<file path="src/sv/ansi_terminal_interpreter_top_macros.svh">
// Assertion macros for the terminal interpreter.
`ifndef ANSI_TERMINAL_INTERPRETER_TOP_MACROS_SVH
`define ANSI_TERMINAL_INTERPRETER_TOP_MACROS_SVH
`ifndef SYNTHESIS
`define ATI_ASSERT(label, clk, rst, prop) \
   label: assert property (@(posedge clk) disable iff (rst) prop) else $error("assertion failed");
`define ATI_ASSERT_NR(label, clk, prop) \
   label: assert property (@(posedge clk) prop) else $error("assertion failed");
`else
`define ATI_ASSERT(label, clk, rst, prop)
`define ATI_ASSERT_NR(label, clk, prop)
`endif
`endif

</file>
<file path="src/sv/ati_pkg.sv">
// ----------------------------------------------------------------------------
// ati_pkg
// Types and constants shared by the terminal interpreter modules.
// ----------------------------------------------------------------------------
package ati_pkg;
   localparam int ArgSlotsDef = 3;
   localparam int ArgWidthDef = 16;
   localparam int MaxResults  = 5;
   localparam int CntW        = 3;

   typedef enum logic [2:0] {
      MODE_NORMAL = 3'd0,
      MODE_ESC    = 3'd1,
      MODE_CSI    = 3'd2,
      MODE_PRV    = 3'd3,
      MODE_BAD    = 3'd4
   } mode_type;

   localparam logic [2:0] CMD_DRAW   = 3'd0;
   localparam logic [2:0] CMD_COPY   = 3'd1;
   localparam logic [2:0] CMD_ERASE  = 3'd2;
   localparam logic [2:0] CMD_BELL   = 3'd3;
   localparam logic [2:0] CMD_CURSOR = 3'd4;
   localparam logic [2:0] CMD_UNCUR  = 3'd5;

   localparam logic [1:0] REG_LINES = 2'd0;
   localparam logic [1:0] REG_COLS  = 2'd1;
   localparam logic [1:0] REG_FG    = 2'd2;
   localparam logic [1:0] REG_BG    = 2'd3;

   localparam logic [7:0] LinesRst = 8'd25;
   localparam logic [7:0] ColsRst  = 8'd80;
   localparam logic [7:0] FgRst    = 8'd7;
   localparam logic [7:0] BgRst    = 8'd0;

   localparam logic [7:0] PrvCursor = 8'd25;
   localparam logic [7:0] PrvWrap   = 8'd7;
   localparam logic [7:0] RevLast   = 8'd19;
   localparam logic [7:0] ChBel = 8'h07;
   localparam logic [7:0] ChBs  = 8'h08;
   localparam logic [7:0] ChLf  = 8'h0A;
   localparam logic [7:0] ChCr  = 8'h0D;
   localparam logic [7:0] ChEsc = 8'h1B;
   localparam logic [7:0] ChCsi = 8'h9B;

   typedef struct packed {
      logic [2:0] cmd;
      logic [7:0] line;
      logic [7:0] column;
      logic [7:0] dest_line;
      logic [7:0] n_lines;
      logic [7:0] n_cols;
      logic [7:0] glyph;
      logic [7:0] color;
      logic       reverse;
   } cmd_type;

   typedef struct packed {
      logic [7:0] lines;
      logic [7:0] cols;
      logic [7:0] fg;
      logic [7:0] bg;
   } cfg_type;
endpackage

</file>
<file path="src/sv/ati_core.sv">
// ----------------------------------------------------------------------------
// ati_core
// Parser state and the command list for one byte, computed in one pass.
// ----------------------------------------------------------------------------
module ati_core #(
   parameter int ARG_SLOTS = ati_pkg::ArgSlotsDef,
   parameter int ARG_WIDTH = ati_pkg::ArgWidthDef
) (
   input  logic                                  clock,
   input  logic                                  reset,
   input  logic                                  step,
   input  logic [7:0]                            char_code,
   input  ati_pkg::cfg_type                      cfg,
   output ati_pkg::cmd_type [ati_pkg::MaxResults-1:0] cmds,
   output logic [ati_pkg::CntW-1:0]              count
);
   localparam int IdxW = (ARG_SLOTS > 1) ? $clog2(ARG_SLOTS) : 1;
   localparam logic [ARG_WIDTH-1:0] ArgMax = '1;

   ati_pkg::mode_type mode_ff, mode_in;
   logic arg_seen_ff, arg_seen_in;
   logic [ARG_WIDTH-1:0] args_ff [ARG_SLOTS];
   logic [ARG_WIDTH-1:0] args_in [ARG_SLOTS];
   logic [IdxW-1:0] idx_ff, idx_in;
   logic [7:0] cl_ff, cl_in, cc_ff, cc_in;
   logic pw_ff, pw_in, aw_ff, aw_in, ce_ff, ce_in, cs_ff, cs_in, rv_ff, rv_in;

   ati_pkg::cmd_type [ati_pkg::MaxResults-1:0] list;
   logic [ati_pkg::CntW-1:0] n;

   logic [7:0] lines, cols, lm1, cm1;
   logic [ARG_WIDTH-1:0] a0, a1, cur;
   logic [ARG_WIDTH+3:0] prod;
   logic [ARG_WIDTH:0] tsum;
   logic [7:0] room;
   logic printable;

   always_comb begin
      lines = (cfg.lines == 8'd0) ? 8'd1 : cfg.lines;
      cols  = (cfg.cols == 8'd0) ? 8'd1 : cfg.cols;
      lm1 = lines - 8'd1;
      cm1 = cols - 8'd1;
      a0 = (args_ff[0] == '0) ? ARG_WIDTH'(1) : args_ff[0];
      a1 = (idx_ff < IdxW'(1) || args_ff[1] == '0) ? ARG_WIDTH'(1) : args_ff[1];
      cur = args_ff[idx_ff];
      prod = {4'd0, cur} * (ARG_WIDTH+4)'(10) + (ARG_WIDTH+4)'(char_code[3:0]);
      tsum = {1'b0, ARG_WIDTH'(cc_ff)} + {1'b0, a0};
      room = lm1 - cl_ff;
      printable = (char_code >= 8'h20) && (char_code <= 8'h7E);
   end

   // Sequential emulation of the step; each stage is short and narrow.
   always_comb begin
      ati_pkg::cmd_type c;
      logic do_lf, do_cr, do_glyph;
      logic [7:0] r8, k8;
      mode_in = mode_ff; arg_seen_in = arg_seen_ff; args_in = args_ff;
      idx_in = idx_ff; cl_in = cl_ff; cc_in = cc_ff; pw_in = pw_ff; aw_in = aw_ff;
      ce_in = ce_ff; cs_in = cs_ff; rv_in = rv_ff;
      list = '0; n = '0; c = '0; do_lf = 1'b0; do_cr = 1'b0; do_glyph = 1'b0;
      r8 = '0; k8 = '0;

      c.line = cl_ff; c.column = cc_ff; c.color = cfg.fg; c.reverse = rv_ff;
      c.cmd = ati_pkg::CMD_UNCUR;
      // "hide" is placed at slot 0 if needed; later code recomputes as needed
      if (printable) begin
         case (mode_ff)
            ati_pkg::MODE_ESC: begin
               if (char_code == "[") begin
                  mode_in = ati_pkg::MODE_CSI; idx_in = '0; args_in[0] = '0;
                  arg_seen_in = 1'b0;
               end else mode_in = ati_pkg::MODE_NORMAL;
            end
            ati_pkg::MODE_BAD: mode_in = ati_pkg::MODE_NORMAL;
            ati_pkg::MODE_CSI: begin
               case (char_code)
                  "A": begin
                     if (cl_ff != 8'd0) begin
                        if (cs_ff && ce_ff) begin list[n] = c; n = n + 1'b1; cs_in = 1'b0; end
                        cl_in = (a0 >= ARG_WIDTH'(cl_ff)) ? 8'd0 : cl_ff - a0[7:0];
                     end
                     mode_in = ati_pkg::MODE_NORMAL; pw_in = 1'b0;
                  end
                  "B": begin
                     if (cl_ff < lm1) begin
                        if (cs_ff && ce_ff) begin list[n] = c; n = n + 1'b1; cs_in = 1'b0; end
                        cl_in = cl_ff + ((a0 >= ARG_WIDTH'(room)) ? room : a0[7:0]);
                     end
                     mode_in = ati_pkg::MODE_NORMAL; pw_in = 1'b0;
                  end
                  "C": begin
                     if (cc_ff < cm1) begin
                        if (cs_ff && ce_ff) begin list[n] = c; n = n + 1'b1; cs_in = 1'b0; end
                        cc_in = (tsum > (ARG_WIDTH+1)'(cm1)) ? cm1 : tsum[7:0];
                     end
                     mode_in = ati_pkg::MODE_NORMAL; pw_in = 1'b0;
                  end
                  "D": begin
                     if (cc_ff != 8'd0) begin
                        if (cs_ff && ce_ff) begin list[n] = c; n = n + 1'b1; cs_in = 1'b0; end
                        cc_in = (ARG_WIDTH'(cc_ff) < a0) ? 8'd0 : cc_ff - a0[7:0];
                     end
                     mode_in = ati_pkg::MODE_NORMAL; pw_in = 1'b0;
                  end
                  "H": begin
                     r8 = ((a0 - 1'b1) >= ARG_WIDTH'(lines)) ? lm1 : 8'(a0 - 1'b1);
                     k8 = ((a1 - 1'b1) >= ARG_WIDTH'(cols)) ? cm1 : 8'(a1 - 1'b1);
                     if (r8 != cl_ff || k8 != cc_ff) begin
                        if (cs_ff && ce_ff) begin list[n] = c; n = n + 1'b1; cs_in = 1'b0; end
                        cl_in = r8; cc_in = k8;
                     end
                     mode_in = ati_pkg::MODE_NORMAL; pw_in = 1'b0;
                  end
                  "J", "K": begin
                     c = '0; c.cmd = ati_pkg::CMD_ERASE; c.line = cl_ff; c.column = cc_ff;
                     c.n_lines = 8'd1; c.n_cols = (cols > cc_ff) ? cols - cc_ff : 8'd0;
                     c.color = cfg.bg;
                     list[n] = c; n = n + 1'b1;
                     if (char_code == "J" && cl_ff < lm1) begin
                        c.line = cl_ff + 8'd1; c.column = 8'd0;
                        c.n_lines = lm1 - cl_ff; c.n_cols = cols;
                        list[n] = c; n = n + 1'b1;
                     end
                     cs_in = 1'b0; mode_in = ati_pkg::MODE_NORMAL; pw_in = 1'b0;
                  end
                  "m": begin
                     rv_in = (cur >= ARG_WIDTH'(1)) && (cur <= ARG_WIDTH'(ati_pkg::RevLast));
                     mode_in = ati_pkg::MODE_NORMAL;
                  end
                  "?": begin
                     if (!arg_seen_ff) begin
                        mode_in = ati_pkg::MODE_PRV; idx_in = '0; args_in[0] = '0;
                     end else mode_in = ati_pkg::MODE_NORMAL;
                  end
                  ";": begin
                     arg_seen_in = 1'b1;
                     if (32'(idx_ff) < ARG_SLOTS - 1) begin
                        idx_in = idx_ff + 1'b1; args_in[idx_ff + 1'b1] = '0;
                     end
                  end
                  default: begin
                     if (char_code >= "0" && char_code <= "9") begin
                        arg_seen_in = 1'b1;
                        args_in[idx_ff] = (prod > (ARG_WIDTH+4)'(ArgMax)) ? ArgMax
                                          : prod[ARG_WIDTH-1:0];
                     end else mode_in = ati_pkg::MODE_BAD;
                  end
               endcase
            end
            ati_pkg::MODE_PRV: begin
               if (char_code == "h") begin
                  if (args_ff[0] == ARG_WIDTH'(ati_pkg::PrvCursor)) ce_in = 1'b1;
                  else if (args_ff[0] == ARG_WIDTH'(ati_pkg::PrvWrap)) aw_in = 1'b1;
                  mode_in = ati_pkg::MODE_NORMAL;
               end else if (char_code == "l") begin
                  if (args_ff[0] == ARG_WIDTH'(ati_pkg::PrvCursor)) begin
                     if (cs_ff && ce_ff) begin list[n] = c; n = n + 1'b1; cs_in = 1'b0; end
                     ce_in = 1'b0;
                  end else if (args_ff[0] == ARG_WIDTH'(ati_pkg::PrvWrap)) begin
                     pw_in = 1'b0; aw_in = 1'b0;
                  end
                  mode_in = ati_pkg::MODE_NORMAL;
               end else if (char_code == ";") begin
                  arg_seen_in = 1'b1;
                  if (32'(idx_ff) < ARG_SLOTS - 1) begin
                     idx_in = idx_ff + 1'b1; args_in[idx_ff + 1'b1] = '0;
                  end
               end else if (char_code >= "0" && char_code <= "9") begin
                  arg_seen_in = 1'b1;
                  args_in[idx_ff] = (prod > (ARG_WIDTH+4)'(ArgMax)) ? ArgMax
                                    : prod[ARG_WIDTH-1:0];
               end else mode_in = ati_pkg::MODE_BAD;
            end
            default: begin
               mode_in = ati_pkg::MODE_NORMAL; do_glyph = 1'b1;
               if (pw_ff) begin do_cr = 1'b1; do_lf = 1'b1; end
            end
         endcase
      end else begin
         case (char_code)
            ati_pkg::ChBel: begin
               list[n] = '0; list[n].cmd = ati_pkg::CMD_BELL; n = n + 1'b1;
            end
            ati_pkg::ChBs: begin
               if (cc_ff != 8'd0) begin
                  if (cs_ff && ce_ff) begin list[n] = c; n = n + 1'b1; cs_in = 1'b0; end
                  cc_in = cc_ff - 8'd1;
               end
               pw_in = 1'b0;
            end
            ati_pkg::ChLf: begin do_lf = 1'b1; do_cr = 1'b1; end
            ati_pkg::ChCr: do_cr = 1'b1;
            ati_pkg::ChEsc: mode_in = ati_pkg::MODE_ESC;
            ati_pkg::ChCsi: begin
               mode_in = ati_pkg::MODE_CSI; idx_in = '0; args_in[0] = '0;
               arg_seen_in = 1'b0;
            end
            default: ;
         endcase
      end

      // Glyph wrap does CR then LF; LF byte does LF then CR. Order only
      // matters for the hide, which goes with whichever acts first.
      if (do_glyph && do_cr && cc_ff != 8'd0) begin
         if (cs_in && ce_in) begin list[n] = c; n = n + 1'b1; cs_in = 1'b0; end
         cc_in = 8'd0;
      end
      if (do_lf) begin
         if (cl_ff == lm1) begin
            if (cs_in && ce_in) begin list[n] = c; n = n + 1'b1; cs_in = 1'b0; end
            list[n] = '0; list[n].cmd = ati_pkg::CMD_COPY; list[n].line = 8'd1;
            list[n].n_lines = lm1; n = n + 1'b1;
            list[n] = '0; list[n].cmd = ati_pkg::CMD_ERASE; list[n].line = lm1;
            list[n].n_lines = 8'd1; list[n].n_cols = cols; list[n].color = cfg.bg;
            n = n + 1'b1;
         end else if (cl_ff < lines) begin
            if (cs_in && ce_in) begin list[n] = c; n = n + 1'b1; cs_in = 1'b0; end
            cl_in = cl_ff + 8'd1;
         end
         mode_in = ati_pkg::MODE_NORMAL; pw_in = 1'b0;
      end
      if (!do_glyph && do_cr) begin
         if (cc_ff != 8'd0) begin
            if (cs_in && ce_in) begin
               list[n] = c; n = n + 1'b1; cs_in = 1'b0;
            end
            cc_in = 8'd0;
         end
         pw_in = 1'b0;
      end
      if (do_glyph && do_cr) pw_in = 1'b0;
      if (do_glyph) begin
         list[n] = '0; list[n].cmd = ati_pkg::CMD_DRAW; list[n].line = cl_in;
         list[n].column = cc_in; list[n].glyph = char_code; list[n].color = cfg.fg;
         list[n].reverse = rv_ff; n = n + 1'b1;
         cs_in = 1'b0;
         if (cc_in < cm1) cc_in = cc_in + 8'd1;
         else if (aw_ff) pw_in = 1'b1;
      end
      if (!cs_in && ce_in) begin
         list[n] = '0; list[n].cmd = ati_pkg::CMD_CURSOR; list[n].line = cl_in;
         list[n].column = cc_in; list[n].color = cfg.fg; list[n].reverse = rv_in;
         n = n + 1'b1; cs_in = 1'b1;
      end
      cmds = list;
      count = n;
   end

   always_ff @(posedge clock) begin
      if (reset) begin
         mode_ff <= ati_pkg::MODE_NORMAL; arg_seen_ff <= 1'b0; idx_ff <= '0;
         for (int i = 0; i < ARG_SLOTS; i++) args_ff[i] <= '0;
         cl_ff <= '0; cc_ff <= '0; pw_ff <= 1'b0; aw_ff <= 1'b1;
         ce_ff <= 1'b1; cs_ff <= 1'b0; rv_ff <= 1'b0;
      end else if (step) begin
         mode_ff <= mode_in; arg_seen_ff <= arg_seen_in; idx_ff <= idx_in;
         args_ff <= args_in; cl_ff <= cl_in; cc_ff <= cc_in; pw_ff <= pw_in;
         aw_ff <= aw_in; ce_ff <= ce_in; cs_ff <= cs_in; rv_ff <= rv_in;
      end
   end
endmodule

</file>
<file path="src/sv/ati_outq.sv">
// ----------------------------------------------------------------------------
// ati_outq
// Holds the command list of one byte and sends it one item at a time.
// ----------------------------------------------------------------------------
module ati_outq (
   input  logic                                  clock,
   input  logic                                  reset,
   input  logic                                  load,
   input  ati_pkg::cmd_type [ati_pkg::MaxResults-1:0] cmds,
   input  logic [ati_pkg::CntW-1:0]              count,
   output logic                                  free,
   output logic                                  tvalid,
   input  logic                                  tready,
   output ati_pkg::cmd_type                      item,
   output logic                                  tlast
);
   ati_pkg::cmd_type [ati_pkg::MaxResults-1:0] buf_ff;
   logic [ati_pkg::CntW-1:0] cnt_ff, cnt_in, pos_ff, pos_in;
   logic done;

   always_comb begin
      tvalid = cnt_ff != '0;
      item = buf_ff[pos_ff];
      tlast = pos_ff == cnt_ff - 1'b1;
      done = tvalid && tready && tlast;
      free = (cnt_ff == '0) || done;
      cnt_in = cnt_ff; pos_in = pos_ff;
      if (tvalid && tready) pos_in = pos_ff + 1'b1;
      if (done) begin cnt_in = '0; pos_in = '0; end
      if (load) begin cnt_in = count; pos_in = '0; end
   end

   always_ff @(posedge clock) begin
      if (reset) begin
         cnt_ff <= '0; pos_ff <= '0;
      end else begin
         cnt_ff <= cnt_in; pos_ff <= pos_in;
      end
      if (load) buf_ff <= cmds;
   end
endmodule

</file>
<file path="src/sv/ansi_terminal_interpreter_top.sv">
// The first result item is registered and is presented in the cycle after the byte
// is accepted. Result items go out one per cycle while rsp_tready is high; a byte is
// taken once the previous byte's list (up to five items) is out.
// The output command buffer sets this pace.
// Reset: synchronous, active high; parser, cursor and registers to defaults.
// ----------------------------------------------------------------------------
// ansi_terminal_interpreter_top
// VT100-style escape parser emitting screen commands.
// ----------------------------------------------------------------------------
`include "ansi_terminal_interpreter_top_macros.svh"
module ansi_terminal_interpreter_top #(
   parameter int ARG_SLOTS = ati_pkg::ArgSlotsDef,
   parameter int ARG_WIDTH = ati_pkg::ArgWidthDef
) (
   input  logic        clock,
   input  logic        reset,
   input  logic        req_tvalid,
   output logic        req_tready,
   input  logic [7:0]  req_tdata,   // char_code
   output logic        rsp_tvalid,
   input  logic        rsp_tready,
   output logic [63:0] rsp_tdata,   // cmd, line, column, dest_line, n_lines,
                                    // n_cols, glyph, color, reverse, zero pad
   output logic        rsp_tlast,
   input  logic        csr_we,
   input  logic [1:0]  csr_index,
   input  logic [7:0]  csr_wdata
);
   ati_pkg::cfg_type cfg_ff;
   ati_pkg::cmd_type [ati_pkg::MaxResults-1:0] cmds;
   ati_pkg::cmd_type item;
   logic [ati_pkg::CntW-1:0] count;
   logic free, step;

   always_ff @(posedge clock) begin
      if (reset) begin
         cfg_ff <= '{ati_pkg::LinesRst, ati_pkg::ColsRst, ati_pkg::FgRst, ati_pkg::BgRst};
      end else if (csr_we) begin
         case (csr_index)
            ati_pkg::REG_LINES: cfg_ff.lines <= csr_wdata;
            ati_pkg::REG_COLS:  cfg_ff.cols  <= csr_wdata;
            ati_pkg::REG_FG:    cfg_ff.fg    <= csr_wdata;
            ati_pkg::REG_BG:    cfg_ff.bg    <= csr_wdata;
            default: ;
         endcase
      end
   end

   assign req_tready = free;
   assign step = req_tvalid && req_tready;

   ati_core #(.ARG_SLOTS(ARG_SLOTS), .ARG_WIDTH(ARG_WIDTH)) u_core (
      .clock(clock), .reset(reset), .step(step), .char_code(req_tdata),
      .cfg(cfg_ff), .cmds(cmds), .count(count));

   ati_outq u_outq (
      .clock(clock), .reset(reset), .load(step), .cmds(cmds), .count(count),
      .free(free), .tvalid(rsp_tvalid), .tready(rsp_tready), .item(item),
      .tlast(rsp_tlast));

   assign rsp_tdata = {4'd0, item.reverse, item.color, item.glyph, item.n_cols,
                       item.n_lines, item.dest_line, item.column, item.line, item.cmd};

   `ATI_ASSERT(a_cmd_range, clock, reset, rsp_tvalid |-> rsp_tdata[2:0] <= 3'd5)
   `ATI_ASSERT(a_no_accept_busy, clock, reset, (rsp_tvalid && !rsp_tready) |-> !req_tready)
   `ATI_ASSERT(a_dest_zero, clock, reset, rsp_tvalid |-> rsp_tdata[26:19] == 8'd0)
endmodule
</file>
<file path="config.mk">
export PLATFORM = sky130hd
export DESIGN_NAME = ansi_terminal_interpreter_top
export DESIGN_NICKNAME = d
export VERILOG_FILES = /design/src/sv/ati_pkg.sv /design/src/sv/ati_core.sv /design/src/sv/ati_outq.sv /design/src/sv/ansi_terminal_interpreter_top.sv
export VERILOG_INCLUDE_DIRS = /design/src /design/src/sv
export SDC_FILE = /design/constraint.sdc
export NUM_CORES = 1
export LEC_CHECK = 0
export ABC_CLOCK_PERIOD_IN_PS = 11200
export BUFFER_PORTS_ARGS = -buffer_cell sky130_fd_sc_hd__buf_4
export CORE_MARGIN = 4
export CORE_UTILIZATION = 64
export DETAILED_ROUTE_END_ITERATION = 8
export MAX_ROUTING_LAYER = met4
export PLACE_DENSITY = 0.79
export SLEW_MARGIN = 0
export SYNTH_ARGS = -nofsm -noshare
export SYNTH_HDL_FRONTEND = slang
export SYNTH_SLANG_ARGS = --single-unit
</file>
<file path="constraint.sdc">
create_clock -name clock -period 11.2 [get_ports clock]
set_clock_uncertainty 0.2 [all_clocks]
set_input_delay 0.56 -clock clock [delete_from_list [all_inputs] [get_ports clock]]
set_output_delay 0.56 -clock clock [all_outputs]
set_load 0.01 [all_outputs]
</file>
==> Yosys cells after proc, flatten, opt, wreduce, memory -nomap -nowiden <==
Index checks and enable logic that the tools add are counted.
{ "classes": {"n_addsub": 24, "n_mux": 286, "order_cmp": 39, "n_reduce_logical": 60, "multipliers": 1, "bitwise": 13, "eq_ne": 46} }
{ "ops": {"columns": ["operator", "n"], "rows": [
  ["$bwmux W300", 22],
  ["$demux W60 S3", 26],
  ["$mux W300", 13],
  ["$mux W60", 25],
  ["$and A300 B300 Y300", 4],
  ["$not A300 Y300", 4],
  ["$pmux W60 S6", 1],
  ["$mux W48", 5],
  ["$pmux W60 S2", 2],
  ["$mux W59", 4],
  ["$mux W8", 29],
  ["$mux W57", 4],
  ["$mux W16", 13],
  ["$bmux W60 S3", 1],
  ["$pmux W32 S2", 2],
  ["$mux W49", 2],
  ["$pmux W16 S3", 2],
  ["$mux W3", 30],
  ["$eq A8 B7 Y1 const B", 11],
  ["$mux W1", 68],
  ["$mux W33", 2],
  ["$demux W16 S2", 2],
  ["$ge A16 B8 Y1", 4],
  ["$and A48 B48 Y48", 1],
  ["other kinds (87)", 192]
]} }
{ "word_totals": {"in_bits": 23, "regBits": 413, "word_cells": 533, "out_inout_bits": 67} }

==> Logic depth before layout (Yosys ltp) <==
{ "logic_depth": {"depth_word": 55, "depth_mapped": 45, "depth_no_buf": 39} }

==> Cells and area by module <==
A second synthesis with hierarchy kept.
{ "hier_totals": {"cells_unflattened": 3044, "area_unflattened_um2": 28894.0} }
{ "modules_own_cells": {"columns": ["mod", "cells_per_inst", "n_inst", "area_each_um2"], "rows": [
  ["ati_core", 2308, 1, 15929.0],
  ["ati_outq", 605, 1, 11606.1],
  ["ansi_terminal_interpreter_top", 131, 1, 1358.8]
]} }

==> Worst setup path before layout <==
OpenSTA, ideal clock, no wires.
{ "synth_timing": {"path_type": "reg-to-reg", "from": "register u_outq.cnt_ff[0] (netlist bit)", "to": "register u_core.cc_ff[0]", "period_less_slack_ps": 10163, "arrival_ps": 9462, "stages_incl_launch_ff": 12, "slack_ps": 1037, "path_buffers": 2, "setup_ps": 501, "path_cell_list": "dfxtp_1 > inv_1 > ha_1 > xnor2_1 > nor3_1 > nand2_1 > nand2_1 > nand2_1 > inv_1 > clkbuf_1 > clkbuf_1 > a211oi_1"} }
{ "synth_between": {"elab_chain_cells": 5} }
{ "synth_rtl": {"columns": ["item", "line", "source"], "rows": [
  ["from (decl)", "ati_outq.sv:18", "logic [ati_pkg::CntW-1:0] cnt_ff, cnt_in, pos_ff, pos_in;"],
  ["from (signal assigned)", "ati_outq.sv:37", "cnt_ff <= cnt_in; pos_ff <= pos_in;"],
  ["$sub A3 B1 Y3", "ati_outq.sv:24", "tlast = pos_ff == cnt_ff - 1'b1;"],
  ["$eq A3 B3 Y1", "ati_outq.sv:24", null],
  ["via rsp_tlast", "ansi_terminal_interpreter_top.sv:24", "output logic rsp_tlast,"],
  ["$logic_and A1 B1 Y1", "ati_outq.sv:25", "done = tvalid && tready && tlast;"],
  ["$logic_or A1 B1 Y1", "ati_outq.sv:26", "free = (cnt_ff == '0) || done;"],
  ["via req_tready", "ansi_terminal_interpreter_top.sv:18", "output logic req_tready,"],
  ["$logic_and A1 B1 Y1", "ansi_terminal_interpreter_top.sv:50", "assign step = req_tvalid && req_tready;"],
  ["via step", "ansi_terminal_interpreter_top.sv:33", "logic free, step;"],
  ["to (signal assigned)", "ati_core.sv:257", "args_ff <= args_in; cl_ff <= cl_in; cc_ff <= cc_in; pw_ff <= pw_in;"],
  ["to (decl)", "ati_core.sv:25", "logic [7:0] cl_ff, cl_in, cc_ff, cc_in;"]
]} }
The timed path passes the listed nets, and every way through them passes these cells.
A chain may end at the register's enable or synchronous reset.

==> metrics.md <==
| Metric | Value |
|---|---|
| MaxCap Viol Count | 0 |
| Post-synthesis sequential area ratio | 37.7% |
| #FFs+latches synth | 373 |
| Root Buffer | clkbuf_16 |
| CTS H-tree depth | 2 |
| Most used cell, CP | ha_1 |
| Gate Count Post-Synth | 2,956 |
| Crit path arrival time | 10.90 ns |
| Largest stage delay, worst path | 0.78 ns |
| Initial antenna violation count | 4 |
| Clock transition at path regs | 0.06 ns |
| CP Launch Point | cfg_ff[30] |
| CTS tree | yes |
| Via count | 25.2k |
| Buffers on Ports | 77 |
| Hold Path Class | in2reg |
| Vias in the first global route | 23.8k |
| Worst hold slack | 0.106 ns |
| Fin crit period | 10.74 ns |
| Crit path launch type | register |
| DRC viols | 0 |
| Largest net degree at the start of global routing | 96 |
| Post-CTS Setup Inserts | 0 |
| Total gr overflow | 0 |
| Critical path type | reg2reg |
| First drt pass iteration count | 7 |
| Syn Std Cell Area | 0.0267 sq mm |
| Avg Inst Size Synth | 9.04 sq um |
| Final period util | 95.9% |
| Std cell rows | 74 |
| Slew @ Worst Pin | 1.30 ns |
| Syn. warnings | 0 |
| Die H | 212 um |
| Clk Latency, worst-skew pair | 0.58 ns |
| Slew headroom | 11.6% |
| Inst Count DP | 3,501 |
| CTS Buffer Depth | 3 |
| Fin. max-slew vios | 0 |
| Routed vias/inst | 7.03 |
| DR iter-0 viols | 3,931 |
| Die Wd | 212 um |
| GP Congestion | 1.01 |
| EDFF count, synth | 260 |
| Full die area | 0.0451 sq mm |
| Final Hold Viols | 0 |
| Status | complete, no violations |
| Clock Sinks | 373 |
| Fin cells | 3,581 |
| Max VDD drop | 0.117 mV |
| CTS buffer count | 41 |
| GR Util All Layers | 42.9% |
| Fin nets | 3,209 |
| Worst endpoint required time | 11.35 ns |
| Crit-path max FO | 11 |
| Top Ports | 90 |
| Detail Placement HPWL | 69,500 um |
| PwrDens | 157 mW/mm^2 |
| Final Power | 4.61 mW |
| Worst r2r src | cfg_ff[30] |
| Ys flop type | edfxtp_1 |
| Leak | 11.6 nW |
| Async SR Flop Fraction | 0% |
| DRT Wirelength | 96,100 um |
| Setup crit end kind | register |
| Fmax | 93.1 MHz |
| Core area | 0.0410 sq mm |
| Hold Crit Start | csr_wdata[1] |
| Distinct cell type count after synthesis | 106 |
| Share of cells above drive strength 1 | 11.2% |
| Starting Density | 65.1% |
| Final setup vio count | 0 |
| Layout Utilization | 71.6% |
| First-pass GRT wire length | 144,000 um |
| Post-DRT Antenna Nets | 0 |
| Slowest CP cell | or4b_2 |
| Avg WL per Cell | 26.8 um |
| Synth-to-Final Area Change | 9.97% |
## synth_stat cells, drive strengths merged, types with 59 or more instances
library cell / n / area share, %
a21oi: 162 / 3.0
edfxtp: 260 / 29
ha: 166 / 7.8
nand2: 352 / 5.0
mux2i: 80 / 3.0
o21ai: 210 / 4.0
dfxtp: 113 / 8.5
o22ai: 63 / 1.5
nor3: 61 / 1.3
nor2: 264 / 3.7
nand3: 59 / 1.1
clkbuf: 142 / 2.0
and2: 61 / 1.4
xnor2: 80 / 2.6
inv: 170 / 2.4
## cell families (layout without fill, tap and decap cells)
kind of cell	after synthesis	in the layout	synth area share, %
xor gates and xnor gates	107	107	3.56
and+or+nand+nor	1039	1039	18.7
AOI/OAI and AO/OA	763	763	18.5
buffers and inverters	363	409	5.52
muxes	136	136	7.59
adders and majority gates	174	174	8.37
DFF	373	373	37.7
other	1	48	0.0140
## state kept, by name (all words and copies together), names as in the netlist, 2 cells and up, named ones only
| signal | cells |
|---|---|
| u_core.mode_ff | 3 |
| u_outq.cnt_ff | 3 |
| u_core.idx_ff | 2 |
| u_outq.buf_ff | 260 |
| u_core.cc_ff | 8 |
| u_core.args_ff | 16 |
| u_outq.pos_ff | 3 |
| u_core.cl_ff | 8 |
| cfg_ff | 32 |
## worst max-delay path, delay by kind of cell, from the launching register on
kind / cells / cell delay, ns
compound gates: 9 / 2.74
xor+xnor: 1 / 0.15
fa+ha+maj: 4 / 1.14
buf+inv: 3 / 0.54
flops: 1 / 0.44
simple gates: 16 / 5.31
## layout by cell type, fill, tap and decap left out, drive strengths merged, types with 24 or more instances in the layout
cell type and instances:
and2 61, xor2 26, o22ai 63, nor3 61
nand2 352, a22o 31, nand2b 41, a21o 49
nor2b 24, buf 157, a21oi 162, nand3 59
nor2 264, nor4 44, o21ai 210, inv 174
mux2i 80, conb 44, clkbuf 54, dfxtp 113
mux4 53, edfxtp 260, a211oi 36, xnor2 80
ha 166
## where the power goes
group          switching, mW  internal [mW]
Clock                  0.583          0.814
Sequential             0.108           1.71
Combinational          0.900          0.498
Total                   1.59           3.02
## area by class of cell
| class | count | area [sq um] |
|---|---|---|
| Multi-Input combinational cell | 2263 | 15400 |
| Fill cell | 3035 | 11600 |
| Sequential cell | 373 | 10100 |
| Timing Repair Buffer | 157 | 1190 |
| Clock buffer | 54 | 1140 |
| Inverter | 176 | 673 |
| Tap cell | 532 | 666 |
| Clock inverter | 22 | 229 |
| Antenna cell | 4 | 10.0 |
## timing repair
item	in CTS	in global routing
endpoints found under the setup margin	0	86
hold endpoints to repair	0	0
gates resized for setup	0	8
hold buffers	0	0
## through the flow
| stage | TNS, ns | setup slack (ns) | instance area, sq um |
|---|---|---|---|
| 4_1_cts | 0 | 0.436 | 29300 |
| 3_5_place_dp | 0 | 0.552 | 28000 |
| 2_1_floorplan | 0 | 1.04 | 26900 |
| 5_1_grt | -0.0197 | -0.0115 | 29400 |
| 6_report | 0 | 0.458 | 29400 |
| 3_3_place_gp | 0 | 0.768 | 28000 |
## metal layers
layer  vias up  GRT usage (%)  routed length [um]
met5         -              -                   0
met4         0           20.7                5750
met3       428           11.7               12400
met2      2006           63.5               42500
met1     11900           55.0               35500
li1      10900              -                   -
## final timing paths
| kind | to | slack [ns] | cells after the start |
|---|---|---|---|
| worst min register to register | register | 0.26 | 2 |
| worst min-delay path | cfg_ff[9] | 0.11 | 3 |
| worst max register to register | u_outq.buf_ff[44] | 0.46 | 33 |
| worst max-delay path | u_outq.buf_ff[44] | 0.46 | 33 |
Power figures use the tool's default switching activity.
